## src/rtl/asl_pkg.sv

```systemverilog
// asl_pkg: shared constants, types and helper functions for the access log splitter
// no dependencies; imported by every other file of the block
`timescale 1ns / 1ps
`default_nettype none

package asl_pkg;

    // line geometry
    localparam int LINE_BYTES = 2048;
    localparam int OFS_W      = 12;     // byte offset, holds 0..LINE_BYTES
    localparam int START_W    = 11;
    localparam int LEN_W      = 12;
    localparam int KIND_W     = 4;
    localparam int VAL_W      = 32;
    localparam int FN_W       = 4;
    localparam int ACC_W      = 32;
    localparam int PROD_W     = 36;

    // result queue
    localparam int FIFO_DEPTH = 4;
    localparam int FIFO_AW    = 2;
    localparam int FIFO_CW    = 3;

    // field numbers while walking the line
    localparam logic [FN_W-1:0] F_HOST     = 4'd0;
    localparam logic [FN_W-1:0] F_RUSER    = 4'd1;
    localparam logic [FN_W-1:0] F_USER     = 4'd2;
    localparam logic [FN_W-1:0] F_STATUS   = 4'd3;
    localparam logic [FN_W-1:0] F_BYTES    = 4'd4;
    localparam logic [FN_W-1:0] F_VHOST    = 4'd5;
    localparam logic [FN_W-1:0] F_REQUEST  = 4'd6;
    localparam logic [FN_W-1:0] F_REFERRER = 4'd7;
    localparam logic [FN_W-1:0] F_AGENT    = 4'd8;

    // result kinds
    localparam logic [KIND_W-1:0] K_HOST     = 4'd0;
    localparam logic [KIND_W-1:0] K_RUSER    = 4'd1;
    localparam logic [KIND_W-1:0] K_USER     = 4'd2;
    localparam logic [KIND_W-1:0] K_STATUS   = 4'd3;
    localparam logic [KIND_W-1:0] K_BYTES    = 4'd4;
    localparam logic [KIND_W-1:0] K_VHOST    = 4'd5;
    localparam logic [KIND_W-1:0] K_METHOD   = 4'd6;
    localparam logic [KIND_W-1:0] K_URI      = 4'd7;
    localparam logic [KIND_W-1:0] K_PROTOCOL = 4'd8;
    localparam logic [KIND_W-1:0] K_REFERRER = 4'd9;
    localparam logic [KIND_W-1:0] K_AGENT    = 4'd10;
    localparam logic [KIND_W-1:0] K_VERDICT  = 4'd11;

    // request sub-parts
    localparam logic [1:0] RP_METHOD   = 2'd0;
    localparam logic [1:0] RP_URI      = 2'd1;
    localparam logic [1:0] RP_PROTOCOL = 2'd2;

    // byte codes
    localparam logic [7:0] CH_SPACE = 8'h20;
    localparam logic [7:0] CH_DASH  = 8'h2D;
    localparam logic [7:0] CH_PLUS  = 8'h2B;
    localparam logic [7:0] CH_ZERO  = 8'h30;
    localparam logic [7:0] CH_NINE  = 8'h39;
    localparam logic [7:0] CH_TAB   = 8'h09;
    localparam logic [7:0] CH_CR    = 8'h0D;

    localparam logic [ACC_W-1:0] MAG_LIMIT = 32'h8000_0000;
    localparam logic [ACC_W-1:0] POS_MAX   = 32'h7FFF_FFFF;

    typedef enum logic [1:0] {
        NP_SKIP,
        NP_DIGITS,
        NP_STOP,
        NP_DASH
    } t_num_phase;

    typedef struct packed {
        logic [KIND_W-1:0]       kind;
        logic [START_W-1:0]      start;
        logic [LEN_W-1:0]        length;
        logic signed [VAL_W-1:0] value;
        logic                    accepted;
        logic                    last;
    } t_result;

    // one processed byte gives up to two results, res0 first
    typedef struct packed {
        logic    push0;
        logic    push1;
        t_result res0;
        t_result res1;
    } t_push;

    typedef struct packed {
        logic               room;
        logic [FIFO_CW-1:0] level;
    } t_fifo_stat;

    function automatic logic is_space(input logic [7:0] b);
        return (b == CH_SPACE) || (b >= CH_TAB && b <= CH_CR);
    endfunction

    function automatic logic is_digit(input logic [7:0] b);
        return (b >= CH_ZERO) && (b <= CH_NINE);
    endfunction

    function automatic logic [KIND_W-1:0] top_kind(input logic [FN_W-1:0] f);
        logic [KIND_W-1:0] k;
        unique case (f)
            F_HOST:     k = K_HOST;
            F_RUSER:    k = K_RUSER;
            F_USER:     k = K_USER;
            F_STATUS:   k = K_STATUS;
            F_BYTES:    k = K_BYTES;
            F_VHOST:    k = K_VHOST;
            F_REQUEST:  k = K_METHOD;
            F_REFERRER: k = K_REFERRER;
            F_AGENT:    k = K_AGENT;
            default:    k = K_VERDICT;
        endcase
        return k;
    endfunction

endpackage

`default_nettype wire

```

## src/rtl/asl_if.sv

```systemverilog
// asl_line_if / asl_field_if: valid-ready channels for line bytes and field results
// depends on asl_pkg
`timescale 1ns / 1ps
`default_nettype none

interface asl_line_if;
    logic       valid;
    logic       ready;
    logic [7:0] line_byte;
    logic       end_of_line;

    modport source (output valid, output line_byte, output end_of_line, input ready);
    modport sink   (input valid, input line_byte, input end_of_line, output ready);
endinterface


`default_nettype wire

```

## src/rtl/asl_parse.sv

```systemverilog
// asl_parse: input byte register, per-line parse state and result generation
// depends on asl_pkg and asl_line_if
`timescale 1ns / 1ps
`default_nettype none

module asl_parse import asl_pkg::*; (
    input  wire logic   i_clk,
    input  wire logic   i_rst_n,
    asl_line_if.sink    i_line,
    input  wire logic [7:0] i_sep,
    input  wire logic   i_room,
    output t_push       o_push
);

    logic       r_valid;
    logic [7:0] r_byte;
    logic       r_eol;
    logic       w_fire;
    logic       w_in_ready;

    logic [FN_W-1:0]  r_field_number, n_field_number;
    logic [1:0]       r_part, n_part;
    logic [OFS_W-1:0] r_byte_offset, n_byte_offset;
    logic [OFS_W-1:0] r_field_start, n_field_start;
    logic [OFS_W-1:0] r_part_start, n_part_start;
    logic [ACC_W-1:0] r_acc, n_acc;
    t_num_phase       r_phase, n_phase;
    logic             r_neg, n_neg;
    logic             r_failed, n_failed;

    logic [PROD_W-1:0] w_prod;
    logic [ACC_W-1:0]  w_num_value;
    logic              w_in_digits;
    logic              w_mid_valid;
    t_result           w_mid;
    logic              w_agent_valid;
    t_result           w_agent;
    t_result           w_verdict;
    logic              w_line_ok;

    assign w_fire     = r_valid && i_room;
    assign w_in_ready = !r_valid || w_fire;
    assign i_line.ready = w_in_ready;

    always_ff @(posedge i_clk) begin
        if (!i_rst_n) begin
            r_valid <= 1'b0;
        end else if (w_in_ready) begin
            r_valid <= i_line.valid;
        end
    end

    always_ff @(posedge i_clk) begin
        if (i_line.valid && w_in_ready) begin
            r_byte <= i_line.line_byte;
            r_eol  <= i_line.end_of_line;
        end
    end

    // value of the number field gathered so far
    always_comb begin
        priority if (r_phase == NP_DASH) begin
            w_num_value = '1;
        end else if (r_neg) begin
            w_num_value = ACC_W'(0) - r_acc;
        end else if (r_acc > POS_MAX) begin
            w_num_value = POS_MAX;
        end else begin
            w_num_value = r_acc;
        end
    end

    // acc * 10 + digit
    assign w_prod = (PROD_W'(r_acc) << 3) + (PROD_W'(r_acc) << 1)
                  + PROD_W'(r_byte - CH_ZERO);

    always_comb begin
        n_field_number = r_field_number;
        n_part         = r_part;
        n_byte_offset  = r_byte_offset;
        n_field_start  = r_field_start;
        n_part_start   = r_part_start;
        n_acc          = r_acc;
        n_phase        = r_phase;
        n_neg          = r_neg;
        n_failed       = r_failed;
        w_mid_valid    = 1'b0;
        w_mid          = '0;
        w_in_digits    = 1'b0;

        if (r_byte_offset >= OFS_W'(LINE_BYTES)) begin
            n_failed = 1'b1;
        end else begin
            n_byte_offset = r_byte_offset + OFS_W'(1);
            if (!r_failed && r_field_number <= F_AGENT) begin
                if (r_byte == i_sep) begin
                    if (r_field_number == F_REQUEST) begin
                        if (r_part == RP_PROTOCOL) begin
                            w_mid_valid  = 1'b1;
                            w_mid.kind   = K_PROTOCOL;
                            w_mid.start  = r_part_start[START_W-1:0];
                            w_mid.length = r_byte_offset - r_part_start;
                        end else begin
                            n_failed = 1'b1;
                        end
                    end else begin
                        w_mid_valid  = 1'b1;
                        w_mid.kind   = top_kind(r_field_number);
                        w_mid.start  = r_field_start[START_W-1:0];
                        w_mid.length = r_byte_offset - r_field_start;
                        if (r_field_number == F_STATUS || r_field_number == F_BYTES) begin
                            w_mid.value = w_num_value;
                        end
                    end
                    n_field_number = r_field_number + FN_W'(1);
                    n_field_start  = r_byte_offset + OFS_W'(1);
                    n_part_start   = r_byte_offset + OFS_W'(1);
                    n_part         = RP_METHOD;
                    n_acc          = '0;
                    n_phase        = NP_SKIP;
                    n_neg          = 1'b0;
                end else if (r_field_number == F_REQUEST) begin
                    if (r_byte == CH_SPACE && r_part != RP_PROTOCOL) begin
                        w_mid_valid  = 1'b1;
                        w_mid.kind   = (r_part == RP_METHOD) ? K_METHOD : K_URI;
                        w_mid.start  = r_part_start[START_W-1:0];
                        w_mid.length = r_byte_offset - r_part_start;
                        n_part       = r_part + 2'd1;
                        n_part_start = r_byte_offset + OFS_W'(1);
                    end
                end else if (r_field_number == F_STATUS || r_field_number == F_BYTES) begin
                    unique case (r_phase)
                        NP_SKIP: begin
                            priority if (r_field_number == F_BYTES
                                         && r_byte_offset == r_field_start
                                         && r_byte == CH_DASH) begin
                                n_phase = NP_DASH;
                            end else if (is_space(r_byte)) begin
                                n_phase = NP_SKIP;
                            end else if (r_byte == CH_PLUS || r_byte == CH_DASH) begin
                                n_neg   = (r_byte == CH_DASH);
                                n_phase = NP_DIGITS;
                            end else begin
                                w_in_digits = 1'b1;
                            end
                        end
                        NP_DIGITS: w_in_digits = 1'b1;
                        NP_STOP:   n_phase = NP_STOP;
                        NP_DASH:   n_phase = NP_DASH;
                        default:   n_phase = r_phase;
                    endcase
                    if (w_in_digits) begin
                        if (is_digit(r_byte)) begin
                            n_phase = NP_DIGITS;
                            n_acc   = (w_prod > PROD_W'(MAG_LIMIT)) ? MAG_LIMIT
                                                                   : w_prod[ACC_W-1:0];
                        end else begin
                            n_phase = NP_STOP;
                        end
                    end
                end
            end
        end

        // end of line: optional agent, then the verdict
        w_agent_valid  = r_eol && !n_failed && n_field_number == F_AGENT
                      && n_byte_offset > n_field_start;
        w_agent        = '0;
        w_agent.kind   = K_AGENT;
        w_agent.start  = n_field_start[START_W-1:0];
        w_agent.length = n_byte_offset - n_field_start;

        w_line_ok          = !n_failed && n_field_number >= F_AGENT;
        w_verdict          = '0;
        w_verdict.kind     = K_VERDICT;
        w_verdict.length   = n_byte_offset;
        w_verdict.accepted = w_line_ok;
        w_verdict.last     = 1'b1;

        if (r_eol) begin
            n_field_number = F_HOST;
            n_part         = RP_METHOD;
            n_byte_offset  = '0;
            n_field_start  = '0;
            n_part_start   = '0;
            n_acc          = '0;
            n_phase        = NP_SKIP;
            n_neg          = 1'b0;
            n_failed       = 1'b0;
        end
    end

    // mid-line and agent results never occur on the same byte
    always_comb begin
        o_push       = '0;
        o_push.push0 = w_fire && (w_mid_valid || w_agent_valid || r_eol);
        o_push.push1 = w_fire && (w_mid_valid || w_agent_valid) && r_eol;
        priority if (w_mid_valid) begin
            o_push.res0 = w_mid;
        end else if (w_agent_valid) begin
            o_push.res0 = w_agent;
        end else begin
            o_push.res0 = w_verdict;
        end
        o_push.res1 = w_verdict;
    end

    always_ff @(posedge i_clk) begin
        if (!i_rst_n) begin
            r_field_number <= F_HOST;
            r_part         <= RP_METHOD;
            r_byte_offset  <= '0;
            r_field_start  <= '0;
            r_part_start   <= '0;
            r_acc          <= '0;
            r_phase        <= NP_SKIP;
            r_neg          <= 1'b0;
            r_failed       <= 1'b0;
        end else if (w_fire) begin
            r_field_number <= n_field_number;
            r_part         <= n_part;
            r_byte_offset  <= n_byte_offset;
            r_field_start  <= n_field_start;
            r_part_start   <= n_part_start;
            r_acc          <= n_acc;
            r_phase        <= n_phase;
            r_neg          <= n_neg;
            r_failed       <= n_failed;
        end
    end

endmodule

`default_nettype wire

```

## src/flat_wrapper.sv

```systemverilog
// flat-port wrapper written by rule: the top's interface ports become plain ports
module asl_parse_flat import asl_pkg::*;
  (i_clk, i_rst_n, i_sep, i_room, o_push, i_line_valid, i_line_line_byte, i_line_end_of_line, i_line_ready);
  asl_line_if i_line_i ();
  input  wire logic i_clk;
  input  wire logic i_rst_n;
  input  wire logic [7:0] i_sep;
  input  wire logic i_room;
  output t_push o_push;
  input wire logic [$bits(i_line_i.valid)-1:0] i_line_valid;
  input wire logic [$bits(i_line_i.line_byte)-1:0] i_line_line_byte;
  input wire logic [$bits(i_line_i.end_of_line)-1:0] i_line_end_of_line;
  output wire logic [$bits(i_line_i.ready)-1:0] i_line_ready;
  assign i_line_i.valid = i_line_valid;
  assign i_line_i.line_byte = i_line_line_byte;
  assign i_line_i.end_of_line = i_line_end_of_line;
  assign i_line_ready = i_line_i.ready;
  asl_parse u_core (.i_clk(i_clk), .i_rst_n(i_rst_n), .i_line(i_line_i), .i_sep(i_sep), .i_room(i_room), .o_push(o_push));
endmodule
```

## config.mk

```make
export PLATFORM = sky130hd
export DESIGN_NAME = asl_parse_flat
export DESIGN_NICKNAME = d
export VERILOG_FILES = /design/src/rtl/asl_pkg.sv /design/src/rtl/asl_if.sv /design/src/rtl/asl_parse.sv /design/src/flat_wrapper.sv
export SDC_FILE = /design/constraint.sdc
export NUM_CORES = 1
export LEC_CHECK = 0
export BUFFER_PORTS_ARGS = -buffer_cell sky130_fd_sc_hd__clkbuf_2
export CAP_MARGIN = 15
export CORE_MARGIN = 3
export CORE_UTILIZATION = 40
export CTS_BUF_LIST = sky130_fd_sc_hd__clkbuf_8
export DETAILED_ROUTE_END_ITERATION = 12
export GPL_TIMING_DRIVEN = 0
export PLACE_DENSITY = 0.58
export SLEW_MARGIN = 20
export SYNTH_ARGS = -nofsm -noshare
export SYNTH_HDL_FRONTEND = slang
export SYNTH_SLANG_ARGS = --single-unit
export TNS_END_PERCENT = 50
```

## constraint.sdc

```tcl
create_clock -name i_clk -period 12.9 [get_ports i_clk]
set_input_delay 1.29 -clock i_clk [delete_from_list [all_inputs] [get_ports i_clk]]
set_output_delay 1.29 -clock i_clk [all_outputs]
set_load 0.01 [all_outputs]
```

# After elaboration in Yosys (flattened, before gate mapping)
# Memories as Yosys holds them, arrays and structs flattened. A register that Yosys moved wholly into a read port is not among the register bits.
# Cells that the tools add are included.
[op_classes] add_sub_neg=10 multipliers=0 div_mod_pow=0 order_cmp=10 n_eq_ne=19 shift=0 muxes=93 bitwise_logic=0 n_reduce_logical=39
[op_table] op="$mux W32" count=15
[op_table] op="$mux W12" count=12
[op_table] op="$mux W27" count=5
[op_table] op="$mux W59" count=2
[op_table] op="$mux W61" count=1
[op_table] op="$mux W58" count=1
[op_table] op="$add A35 B33 Y36" count=1
[op_table] op="$add A36 B36 Y36" count=1
[op_table] op="$gt A36 B32 Y1 const B" count=1
[op_table] op="$sub A12 B12 Y12" count=3
[op_table] op="$mux W2" count=17
[op_table] op="$gt A32 B31 Y1 const B" count=1
[op_table] op="$mux W1" count=32
[op_table] op="$sub A1 B32 Y32 const A" count=1
[op_table] op="$eq A8 B6 Y1 const B" count=3
[op_table] op="$mux W4" count=6
[op_table] op="$reduce_bool A3 Y1" count=7
[op_table] op="$logic_and A1 B1 Y1" count=15
[op_table] op="$reduce_and A7 Y1" count=2
[op_table] op="$add A12 B1 Y12 const B" count=1
[op_table] op="$eq A12 B12 Y1" count=1
[op_table] op="$ge A12 B12 Y1 const B" count=1
[op_table] op="$gt A12 B12 Y1" count=1
[op_table] op="$ne A3 B1 Y1 const B" count=3
[op_table] op="other kinds (27)" count=38
[totals] register_bits=88 latchBits=0 mem_bits_rw=0 mem_bits_ro=64 inputBits=21 output_inout_bits=125 mem_count=1
[memory_table] memory="(no name shown)" depth=16 word_bits=4 read_ports=1 rd_clocked_by_memory_dff=1 write_ports=0 line_no="asl_pkg.sv:105" text="unique case (f)"

# Depth between registers and ports, before layout
# Gate-level depths: netlist of the first run.
[depth] depth_word=18 depth_mapped=20 ltp_nobuf=19

# Worst setup path after synthesis of the first run
# Ideal clock, no wire load.
[synth_timing] path_type="input to output" from="input i_sep[5]" to="output o_push[62] in the netlist's numbering" arrival_ps=4915 path_slack_ps=6695 cell_stages=18 path_buffers=2 cell_sequence="xor2_1 -> nor4_1 -> nand2_1 -> nor2_1 -> clkbuf_1 -> nand2_1 -> o21ai_0 -> inv_1 -> fa_1 -> a21o_1 -> a21oi_1 -> o21ai_0 -> a311oi_1 -> or2_2 -> a211oi_2 -> buf_4 -> nor2_1 -> and2_1"
[synth_rtl] element="from (decl)" line_no="flat_wrapper.sv:7" text="input wire logic [7:0] i_sep;"
[synth_rtl] element="to (decl)" line_no="flat_wrapper.sv:9" text="output t_push o_push;"

==> impl_metrics.ini, run 1 <==
[outcome]
outcome = complete, no violations

[critical_path]
r2r_cells = 15
cp_max_fo = 10
startpoint = i_sep[5]
rr_startpoint = u_core.r_byte[4]
worstPathRequired_ns = 11.61
r2r_setup_slack_ns = 7.24
endpoint_kind = primary output
r2r_end = u_core.r_acc[25]
worst_ep_arrival_time_ns = 6.34
worstSetupStartpointType = input pin
worstSetupPathType = in2out
endpoint = o_push[123]

[hold_path]
min_path_type = reg2reg

[global_route]
overflow = 0
grt_first_pass_wirelength_um = 55700
grt_max_degree = 27
track_usage_pct = 24.5
grt_pass1_vias = 10168
antenna_found_initial = 0

[cts]
ctsResizeCount = 0
clkSlewWorstSetupHoldPaths_ns = 0.10
cts_tree = built
cts_setup_buffers = 0
cts_hold_buf = 0
htreeDepth = 3
cts.sinks = 92
clock_path_buffers = 2
numCtsBuffers = 9
cts_root_buf = clkbuf_8
clk_latency_ns = 0.40

[timing]
clock_skew_ns = 0.0162
setup_tns_ns = 0
hold_slack_ns = 0.495
post-route-period-util_pct = 59.1
layout_min_cycle_time_ns = 7.63
timing.slew.headroom_pct = 25.7
finalMaxSlewViolations = 0
fmax_mhz = 131
rsz0062_at_grt = no
hold_viol = 0
worst_slack_ns = 5.27
setup-violations-final = 0
worst_pin_slew_ns = 1.11

[yosys]
synth-compound-area-share_pct = 25.9
yosys_warnings = 0
avgSynthCellArea_um2 = 7.59
synth_top_area_share_pct = 15.8
yosysUniqueCellTypes = 84
postSynthCellCount = 1389
synth_top_family_by_area = compound AO/OA/AOI/OAI gates
synthMuxAreaShare_pct = 1.16
async_flop_share_pct = 0
netlist.top_cell.by_area = dfxtp_1
synth_seq_area_share_pct = 18.3
synth_seq_cells = 92
synth_edf_count = 9
synth_area_leaders = dfxtp_1, ha_1, fa_1, a21oi_1, o21ai_0
synthesis.area_um2 = 10500
synth_flop_cell = dfxtp_1
yosys.area_share.simple_pct = 20.6
synth_adder_area_share_pct = 16.3
synth_xor_area_share_pct = 8.39

[route]
drt_iter0_markers = 786
drcViolationCount = 0
wirelength_um = 34900
viasPerCell = 5.56
vias = 10445
wire_per_inst_um = 18.6
firstDrtPassIters = 5
ant_nets = 0

[die]
die_h_um = 168
start_util_pct = 41.3
die_x_um = 168
num_rows = 58
core_area_um2 = 25500
io_pins = 146
dieArea_um2 = 28300

[run]
maxCapViolations = 0

[layout]
area_growth_pct = 12.2
drive_gt1_share_pct = 12.7
n_antenna_cell = 0
final_area_um2 = 11800
fillers = 2689
utilization_pct = 46.3
final_nets = 1681

[placed_design]
post-place-ws_ns = 5.31
port_buffers = 97
dpl_cell_area_um2 = 11600
gp_congestion = 0.933
dp_hpwl_um = 28300

[power_and_ir_drop]
power_density_nw_per_um2 = 52.9
p_leak_nw = 5.01
ir_drop_v = 0.0000524
## metrics by stage
step	total power, mW	cells
2_1_floorplan	0.376	1435
3_3_place_gp	0.403	1862
3_5_place_dp	0.403	1862
4_1_cts	0.628	1878
5_1_grt	0.652	1878
6_report	0.626	1878
## worst max-delay path, stage by stage
cell	delay, ns
clkbuf_2	0.09
xor2_1	0.16
nor4_1	0.45
nand2_1	0.31
nor2_1	0.37
clkbuf_1	0.49
nand2_1	0.10
o21ai_0	0.20
inv_1	0.16
fa_1	0.46
a21o_1	0.18
a21oi_1	0.25
o21ai_0	0.17
a311oi_1	0.34
or2_2	0.19
a211oi_2	0.09
buf_4	0.24
nor2_1	0.44
a21oi_1	0.17
clkbuf_2	0.17
## state kept, by name (all words and copies together), names as in the netlist, named ones only
register / count
u_core.r_acc: 32
u_core.r_byte_offset: 12
u_core.r_field_start: 12
u_core.r_part_start: 12
u_core.r_byte: 8
u_core.r_field_number: 4
u_core.r_part: 2
u_core.r_phase: 2
u_core.r_eol: 1
u_core.r_failed: 1
u_core.r_neg: 1
u_core.r_valid: 1
## layout make-up
cell class / count / area (µm²) / share of cell area (%)
Buffer: 112 / 628 / 5.31
Clock buffer: 9 / 124 / 1.05
Clock inverter: 7 / 91.3 / 0.772
Inverter: 93 / 349 / 2.95
Multi-Input combinational cell: 1138 / 7800 / 66.0
Sequential cell: 92 / 1930 / 16.3
Tap cell: 330 / 413 / 3.49
Timing Repair Buffer: 97 / 485 / 4.10
## cell usage in the layout (no fill, tap or decap), drive strengths merged, types with 10 or more instances in the layout
cell    instances
nand3          48
a21o           13
ha             83
and2           15
o21ai         118
o31ai          11
nor2           77
a22oi          37
buf            62
conb           48
dfxtp          83
xor2           44
and3           12
a21oi         128
nand2         130
a221oi         13
nor3           25
nand4          16
mux2i          10
or3            13
fa             34
nor3b          10
nor2b          48
inv            95
a21boi         11
clkbuf        156
nand2b         15
xnor2          57
## worst min path at each step
stage	slack (ns)	end	from	cells past startpoint
6_report	0.49	u_core.r_acc[4]	u_core.r_acc[4]	2
5_1_grt	0.51	u_core.r_acc[4]	u_core.r_acc[4]	2
4_1_cts	0.49	u_core.r_acc[4]	u_core.r_acc[4]	2
3_5_place_dp	0.47	u_core.r_acc[4]	u_core.r_acc[4]	2
3_3_place_gp	0.47	u_core.r_acc[4]	u_core.r_acc[4]	2
2_1_floorplan	0.45	u_core.r_acc[4]	u_core.r_acc[4]	2
## cells in the mapped netlist (11+ instances only)
cell	number
nand4_1	16
o21ai_0	110
nand2_1	129
inv_1	92
a21oi_1	127
or3_1	12
nor2_1	76
ha_1	83
nor2b_1	47
a22oi_1	37
clkbuf_1	49
buf_4	50
xor2_1	44
a21o_1	13
nor3_1	25
and3_1	12
and2_1	15
nand3_1	48
nand2b_1	15
a221oi_1	13
dfxtp_1	83
fa_1	34
o31ai_1	11
xnor2_1	57
## cells by family (layout without fill, tap and decap cells)
family                   after synthesis  in the layout
AO/OA/AOI/OAI                        425            425
XOR/XNOR                             101            101
adder cells (fa/ha/maj)              117            117
buffers and inverters                205            318
flip-flops                            92             92
multiplexers                          12             12
other                                  2             48
AND/OR/NAND/NOR                      435            435
## metal layers
metal / track usage [%] / up-vias / part of all wire [%]
met5: 0 / - / 0
met4: 7.93 / 0 / 3.0
met3: 2.65 / 53 / 5.7
met2: 42.2 / 325 / 48
met1: 32.0 / 4906 / 44
li1: - / 5161 / -
## power by group
group | leakage, nW | internal (mW) | switching (mW)
Sequential | 0.756 | 0.291 | 0.00359
Combinational | 4.15 | 0.0395 | 0.0636
Clock | 0.108 | 0.109 | 0.119
Power figures use the tool's default switching activity.
==> run 2, diff against run 1 <==
--- a/config.mk
+++ b/config.mk
@@ -5,6 +5,7 @@
 export SDC_FILE = /design/constraint.sdc
 export NUM_CORES = 1
 export LEC_CHECK = 0
+export ABC_AREA = 1
 export BUFFER_PORTS_ARGS = -buffer_cell sky130_fd_sc_hd__clkbuf_2
 export CAP_MARGIN = 15
 export CORE_MARGIN = 3
==> constraint.sdc (replaced) <==
create_clock -name i_clk -period 7.1 [get_ports i_clk]
set_input_delay 0.71 -clock i_clk [delete_from_list [all_inputs] [get_ports i_clk]]
set_output_delay 0.71 -clock i_clk [all_outputs]
set_load 0.01 [all_outputs]
==> run 2 against run 1 <==
Sequential power increased by 82%. Cell count grew 33%. Worst hold slack worse by 0.022 ns. Sequential cell count is the same. Clock skew grew 0.0060 ns. Highest routed layer unchanged.
==> impl_metrics.ini, run 2 <==
[route]
firstDrtPassIters = 5
vias = 12895
wirelength_um = 41700
drcViolationCount = 0
drt_iter0_markers = 815
wire_per_inst_um = 16.7
ant_nets = 0
viasPerCell = 5.16

[timing]
setup_tns_ns = 0
rsz0062_at_grt = no
layout_min_cycle_time_ns = 5.94
finalMaxSlewViolations = 0
post-route-period-util_pct = 83.7
timing.slew.headroom_pct = 16.4
setup-violations-final = 0
hold_viol = 0
hold_slack_ns = 0.473
worst_pin_slew_ns = 1.24
fmax_mhz = 168
clock_skew_ns = 0.0222

[yosys]
synthesis.area_um2 = 11700
postSynthCellCount = 1959
yosysMostFrequentCell = nand2_1
synth_seq_cells = 92
synth_edf_count = 9
synth_flop_cell = dfxtp_1
synth_seq_area_share_pct = 16.5
synth_top_area_share_pct = 20.1
netlist.top_cell.by_area = nand2_1
yosys_warnings = 0
synth_area_leaders = nand2_1, dfxtp_1, inv_1, ha_1, fa_1
avgSynthCellArea_um2 = 5.96
async_flop_share_pct = 0
yosysUniqueCellTypes = 57
synthTopCellsByCount = nand2_1, inv_1, nor2_1

[die]
start_util_pct = 41.3
core_area_um2 = 28300
die_x_um = 177
dieArea_um2 = 31300
num_rows = 61
die_h_um = 177
io_pins = 146

[cts]
clkSlewWorstSetupHoldPaths_ns = 0.10
cts_root_buf = clkbuf_8
cts_hold_buf = 0
cts.sinks = 92
ctsResizeCount = 0
clock_path_buffers = 2
cts_setup_buffers = 0
htreeDepth = 3
cts_tree = built
clk_latency_ns = 0.42
numCtsBuffers = 9

[global_route]
grt.met3_usage_pct = 3.43
met1_usage_pct = 33.3
grt_first_pass_wirelength_um = 64300
grt_max_degree = 22
track_usage_pct = 26.4
grt_util_met2_pct = 45.4
grt_busiest_layer = met2
grt_pass1_vias = 12018
overflow = 0
antenna_found_initial = 0

[critical_path]
endpoint_kind = primary output
cp_max_fo = 10
worst_ep_arrival_time_ns = 5.23
worstSetupStartpointType = flop
worstPathRequired_ns = 6.39
worstSetupPathType = reg2out

[placed_design]
gp_congestion = 0.962
port_buffers = 97
dp_hpwl_um = 35100

[layout]
area_growth_pct = 11.5
layout_common_cells = nand2_1, inv_1, nor2_1
regMostFlops = u_core.r_acc
n_antenna_cell = 0
largest_register_ffs = 32
final_nets = 2252
layout_commonest_cell = nand2_1
drive_gt1_share_pct = 11.2

[power_and_ir_drop]
p_leak_nw = 6.84
total_power_mw = 1.13
power_density_nw_per_um2 = 86.9
ir_drop_v = 0.000115

[run]
maxCapViolations = 0

[outcome]
outcome = complete, no violations

[hold_path]
min_path_type = reg2reg
==> run 2: per-stage QoR <==
stage	std cells	setup slack, ns	util [%]	cell area, µm²
2_1_floorplan	2005	2.35	-	11900
3_3_place_gp	2480	0.713	45.3	12800
3_5_place_dp	2481	1.66	45.4	12800
4_1_cts	2497	1.31	46.0	13000
5_1_grt	2497	0.757	46.0	13000
6_report	2497	1.16	46.0	13000
==> run 2: area by class of cell <==
cell class / count / area, µm²
clock inverter: 6 / 47.5
timing repair buffer: 98 / 505
tap: 378 / 473
sequential: 92 / 1930
multi-input combinational: 1527 / 8250
buffer: 91 / 571
fill: 3087 / 15300
clock buffer: 10 / 138
inverter: 295 / 1110
==> run 2: critical path: stages (launching register included) <==
cell	delay, ns
dfxtp_1	0.57
inv_1	0.14
nor3_1	0.30
nand4_1	0.23
o21ai_0	0.27
nand2_1	0.10
o21ai_0	0.96
ha_1	0.38
nand2_1	0.10
nor2_1	0.09
inv_1	0.05
o21ai_0	0.27
nand2_1	0.10
nand2_1	0.10
nand2_1	0.06
nand2_1	0.05
nand2_1	0.04
inv_1	0.15
nand3_4	0.16
nand2_4	0.17
inv_4	0.09
buf_6	0.17
nor2_2	0.10
clkbuf_2	0.14
==> run 2: routing by layer <==
layer	routed length [µm]	up-vias	part of all wire [%]
met4	1720	0	4.1
met5	0	-	0
met1	18000	5925	43
met2	19800	395	48
li1	-	6503	-
met3	2220	72	5.3
==> run 2: path summary, 6_finish.rpt <==
kind	start	to	slack (ns)	cells past startpoint
max	u_core.r_byte_offset[1]	o_push[110]	1.16	23
min	u_core.r_part_start[9]	u_core.r_part_start[9]	0.47	2
max reg2reg	u_core.r_byte[6]	u_core.r_acc[22]	2.70	21
min reg2reg	u_core.r_part_start[9]	u_core.r_part_start[9]	0.47	2
==> run 2: cell families after synthesis <==
family                   share of synthesized area [%]
AND/OR/NAND/NOR                                   37.3
buffers and inverters                             14.4
AO/OA/AOI/OAI                                     14.3
adder cells (fa/ha/maj)                           14.7
flip-flops                                        16.5
XOR/XNOR                                          2.70
other                                           0.0643
==> run 2: report_power, final <==
part	switching, mW	internal, mW	total, mW
sequential	0.00810	0.530	0.538
combinational	0.148	0.0794	0.228
clock	0.225	0.140	0.366
==> run 3, diff against run 2 <==
--- a/config.mk
+++ b/config.mk
@@ -5,7 +5,7 @@
 export SDC_FILE = /design/constraint.sdc
 export NUM_CORES = 1
 export LEC_CHECK = 0
-export ABC_AREA = 1
+export ABC_AREA = 0
 export BUFFER_PORTS_ARGS = -buffer_cell sky130_fd_sc_hd__clkbuf_2
 export CAP_MARGIN = 15
 export CORE_MARGIN = 3
@@ -13,7 +13,7 @@
 export CTS_BUF_LIST = sky130_fd_sc_hd__clkbuf_8
 export DETAILED_ROUTE_END_ITERATION = 12
 export GPL_TIMING_DRIVEN = 0
-export PLACE_DENSITY = 0.58
+export PLACE_DENSITY = 0.6
 export SLEW_MARGIN = 20
 export SYNTH_ARGS = -nofsm -noshare
 export SYNTH_HDL_FRONTEND = slang
==> constraint.sdc (replaced) <==
create_clock -name i_clk -period 4.9 [get_ports i_clk]
set_input_delay 0.49 -clock i_clk [delete_from_list [all_inputs] [get_ports i_clk]]
set_output_delay 0.49 -clock i_clk [all_outputs]
set_load 0.01 [all_outputs]
==> run 3 against run 2 <==
The flow now finishes with violations (setup timing). Worst hold slack worse by 0.21 ns. Via count is 15% lower. Combinational power is 36% higher. Sequential share of layout area is 0.26 points higher. Non-clock buffer count is 69 higher. Critical path depth is 6 lower. Clock power is 47% higher. Cell count is 23% lower. Register-to-register slack worse by 2.6 ns. Global-route usage is 1.8 points lower. Sequential cell count stayed put. Sequential power is 43% higher.
==> impl_metrics.ini, run 3 (synthesis gave the netlist of run 1 again) <==
[timing]
fmax_mhz = 202
finalMaxSlewViolations = 0
hold_viol = 0
layout_min_cycle_time_ns = 4.95
worst_pin_slew_ns = 1.08
worst_slack_ns = -0.0494
hold_slack_ns = 0.262
timing.slew.headroom_pct = 25.8
clock_skew_ns = 0.0163
setup-violations-final = 8
rsz0062_at_grt = yes
post-route-period-util_pct = 101

[layout]
regMostFlops = u_core.r_acc
layout_commonest_cell = nand2_1
layout_common_cells = nand2_1, a21oi_1, o21ai_0
drive_gt1_share_pct = 22.1
n_antenna_cell = 0
largest_register_ffs = 32
fillers = 2577
stdcell_count = 1928
final_nets = 1731
final_area_um2 = 12900
area_growth_pct = 22.5

[cts]
cts_tree = built
clk_latency_ns = 0.40
htreeDepth = 3
cts.sinks = 92
clkSlewWorstSetupHoldPaths_ns = 0.10
cts_root_buf = clkbuf_8
cts_hold_buf = 0
clock_path_buffers = 2
numCtsBuffers = 9

[critical_path]
worstSetupPathType = reg2out
r2r_cells = 16
rr_startpoint = u_core.r_byte[4]
worstPathCellList = xor2_1, nor4_2, buf_4, nand2_4, nor2_4, buf_8, mux2i_4, ha_4, nand4_1, o31ai_2, or4b_4, a211oi_4, buf_6, mux2i_1, nand2_1, o21ai_1, buf_2
r2r_end = u_core.r_acc[1]
cp_max_fo = 5
r2r_setup_slack_ns = 0.10
cpMaxStageDelayCell = or4b_4
cp_num_buf_inv = 4
critPathTopFamily = simple AND/OR/NAND/NOR gates
cpPeakStageDelay_ns = 0.55
worst_ep_arrival_time_ns = 4.46
endpoint_kind = primary output
worstPathRequired_ns = 4.41
worstSetupStartpointType = flop

[placed_design]
dp_cells = 1862
gp_congestion = 0.947
port_buffers = 97
post-place-ws_ns = -1.24
dpl_cell_area_um2 = 11600
dp_hpwl_um = 28200

[route]
wire_per_inst_um = 19.2
vias = 10945
ant_nets = 0
viasPerCell = 5.68
drt_iter0_markers = 829
drcViolationCount = 0
firstDrtPassIters = 6
wirelength_um = 37000

[hold_path]
whs_path_depth = 1
min_path_type = in2reg
hold_path.startpoint = i_line_line_byte[7]
hold_path_end = u_core.r_byte[7]

[die]
io_pins = 146
dieArea_um2 = 28300
num_rows = 58
core_area_um2 = 25500
die_h_um = 168
die_x_um = 168
start_util_pct = 41.3

[global_route]
grt_util_met2_pct = 42.5
antenna_found_initial = 0
track_usage_pct = 24.6
overflow = 0
grt_busiest_layer = met2
grt_first_pass_wirelength_um = 56400
met1_usage_pct = 31.9
grt.met3_usage_pct = 2.93
grt_max_degree = 17
grt_pass1_vias = 10508

[outcome]
violations = setup timing
outcome = finished with violations

[power_and_ir_drop]
p_leak_nw = 5.43
power_density_nw_per_um2 = 125
ir_drop_v = 0.000113

[run]
maxCapViolations = 0
run 3: cell types whose count changed in the layout (fill, tap and decap cells not counted), sizes merged, moves of 17 or more:
cell    previous run  this run
a22oi              2        37
buf               69       121
clkbuf           130       147
inv              296        95
nand2            629       130
nand3            116        48
nor2             196        77
nor2b              0        48
o21ai             90       118
xnor2             10        57
xor2              26        44
run 3: worst reg2reg max path, cell delays in order (launching register included):
cell	delay (ns)
edfxtp_1	0.45
ha_1	0.28
or3_4	0.42
bufinv_16	0.27
fa_1	0.43
ha_1	0.28
buf_2	0.20
and3_1	0.28
o2111ai_2	0.18
a311o_1	0.42
a211oi_2	0.28
o21ai_1	0.13
a2111oi_4	0.31
buf_4	0.20
nand2_2	0.10
buf_6	0.18
o41ai_4	0.30
run 3: metrics by stage:
stage | util, % | TNS, ns | power [mW]
CTS | 48.1 | 0 | 1.60
global route | 50.5 | -5.30 | 1.68
detailed placement | 45.5 | -46.06 | 1.06
finish | 50.5 | -0.206 | 1.62
global placement | 45.5 | -58.36 | 1.06
floorplan | - | 0 | 0.990
run 3: final cells by class:
type	instances	area, µm²	area share, %
clock buffers	10	138	1.07
flip-flops and latches	92	1950	15.1
well taps	330	413	3.20
multi-input cells	1138	8340	64.6
inverters	93	375	2.91
repair inverters	1	8.76	0.0678
clock inverters	6	46.3	0.359
repair buffers	148	967	7.49
plain buffers	110	681	5.27
run 3: power by group:
group	leakage, nW	switching, mW	internal [mW]
Sequential	0.760	0.00574	0.765
Clock	0.0950	0.332	0.204
Combinational	4.57	0.185	0.125
run 3: how the worst max path moves through the flow:
stage	from	end	slack (ns)	depth (start not counted)
finish	u_core.r_byte[4]	o_push[95]	-0.05	17
global route	u_core.r_byte[3]	o_push[103]	-0.28	19
CTS	u_core.r_byte[4]	u_core.r_acc[2]	0.005	15
detailed placement	i_sep[4]	o_push[123]	-1.24	20
global placement	i_sep[5]	o_push[122]	-1.22	20
floorplan	u_core.r_byte[4]	u_core.r_acc[10]	0.03	16
run 3: what timing repair did:
| action | in CTS | in global routing |
|---|---|---|
| hold endpoints to repair | 0 | 0 |
| gates resized for setup | 84 | 91 |
| setup buffers | 20 | 27 |
| pin swaps | 13 | 28 |
| endpoints found under the setup margin | 60 | 60 |
| cloned | 2 | 3 |
run 3: metal layers:
layer | vias to the layer above | routed length (µm)
li1 | 5256 | -
met1 | 5192 | 15600
met2 | 405 | 17700
met3 | 92 | 2210
met4 | 0 | 1440
met5 | - | 0
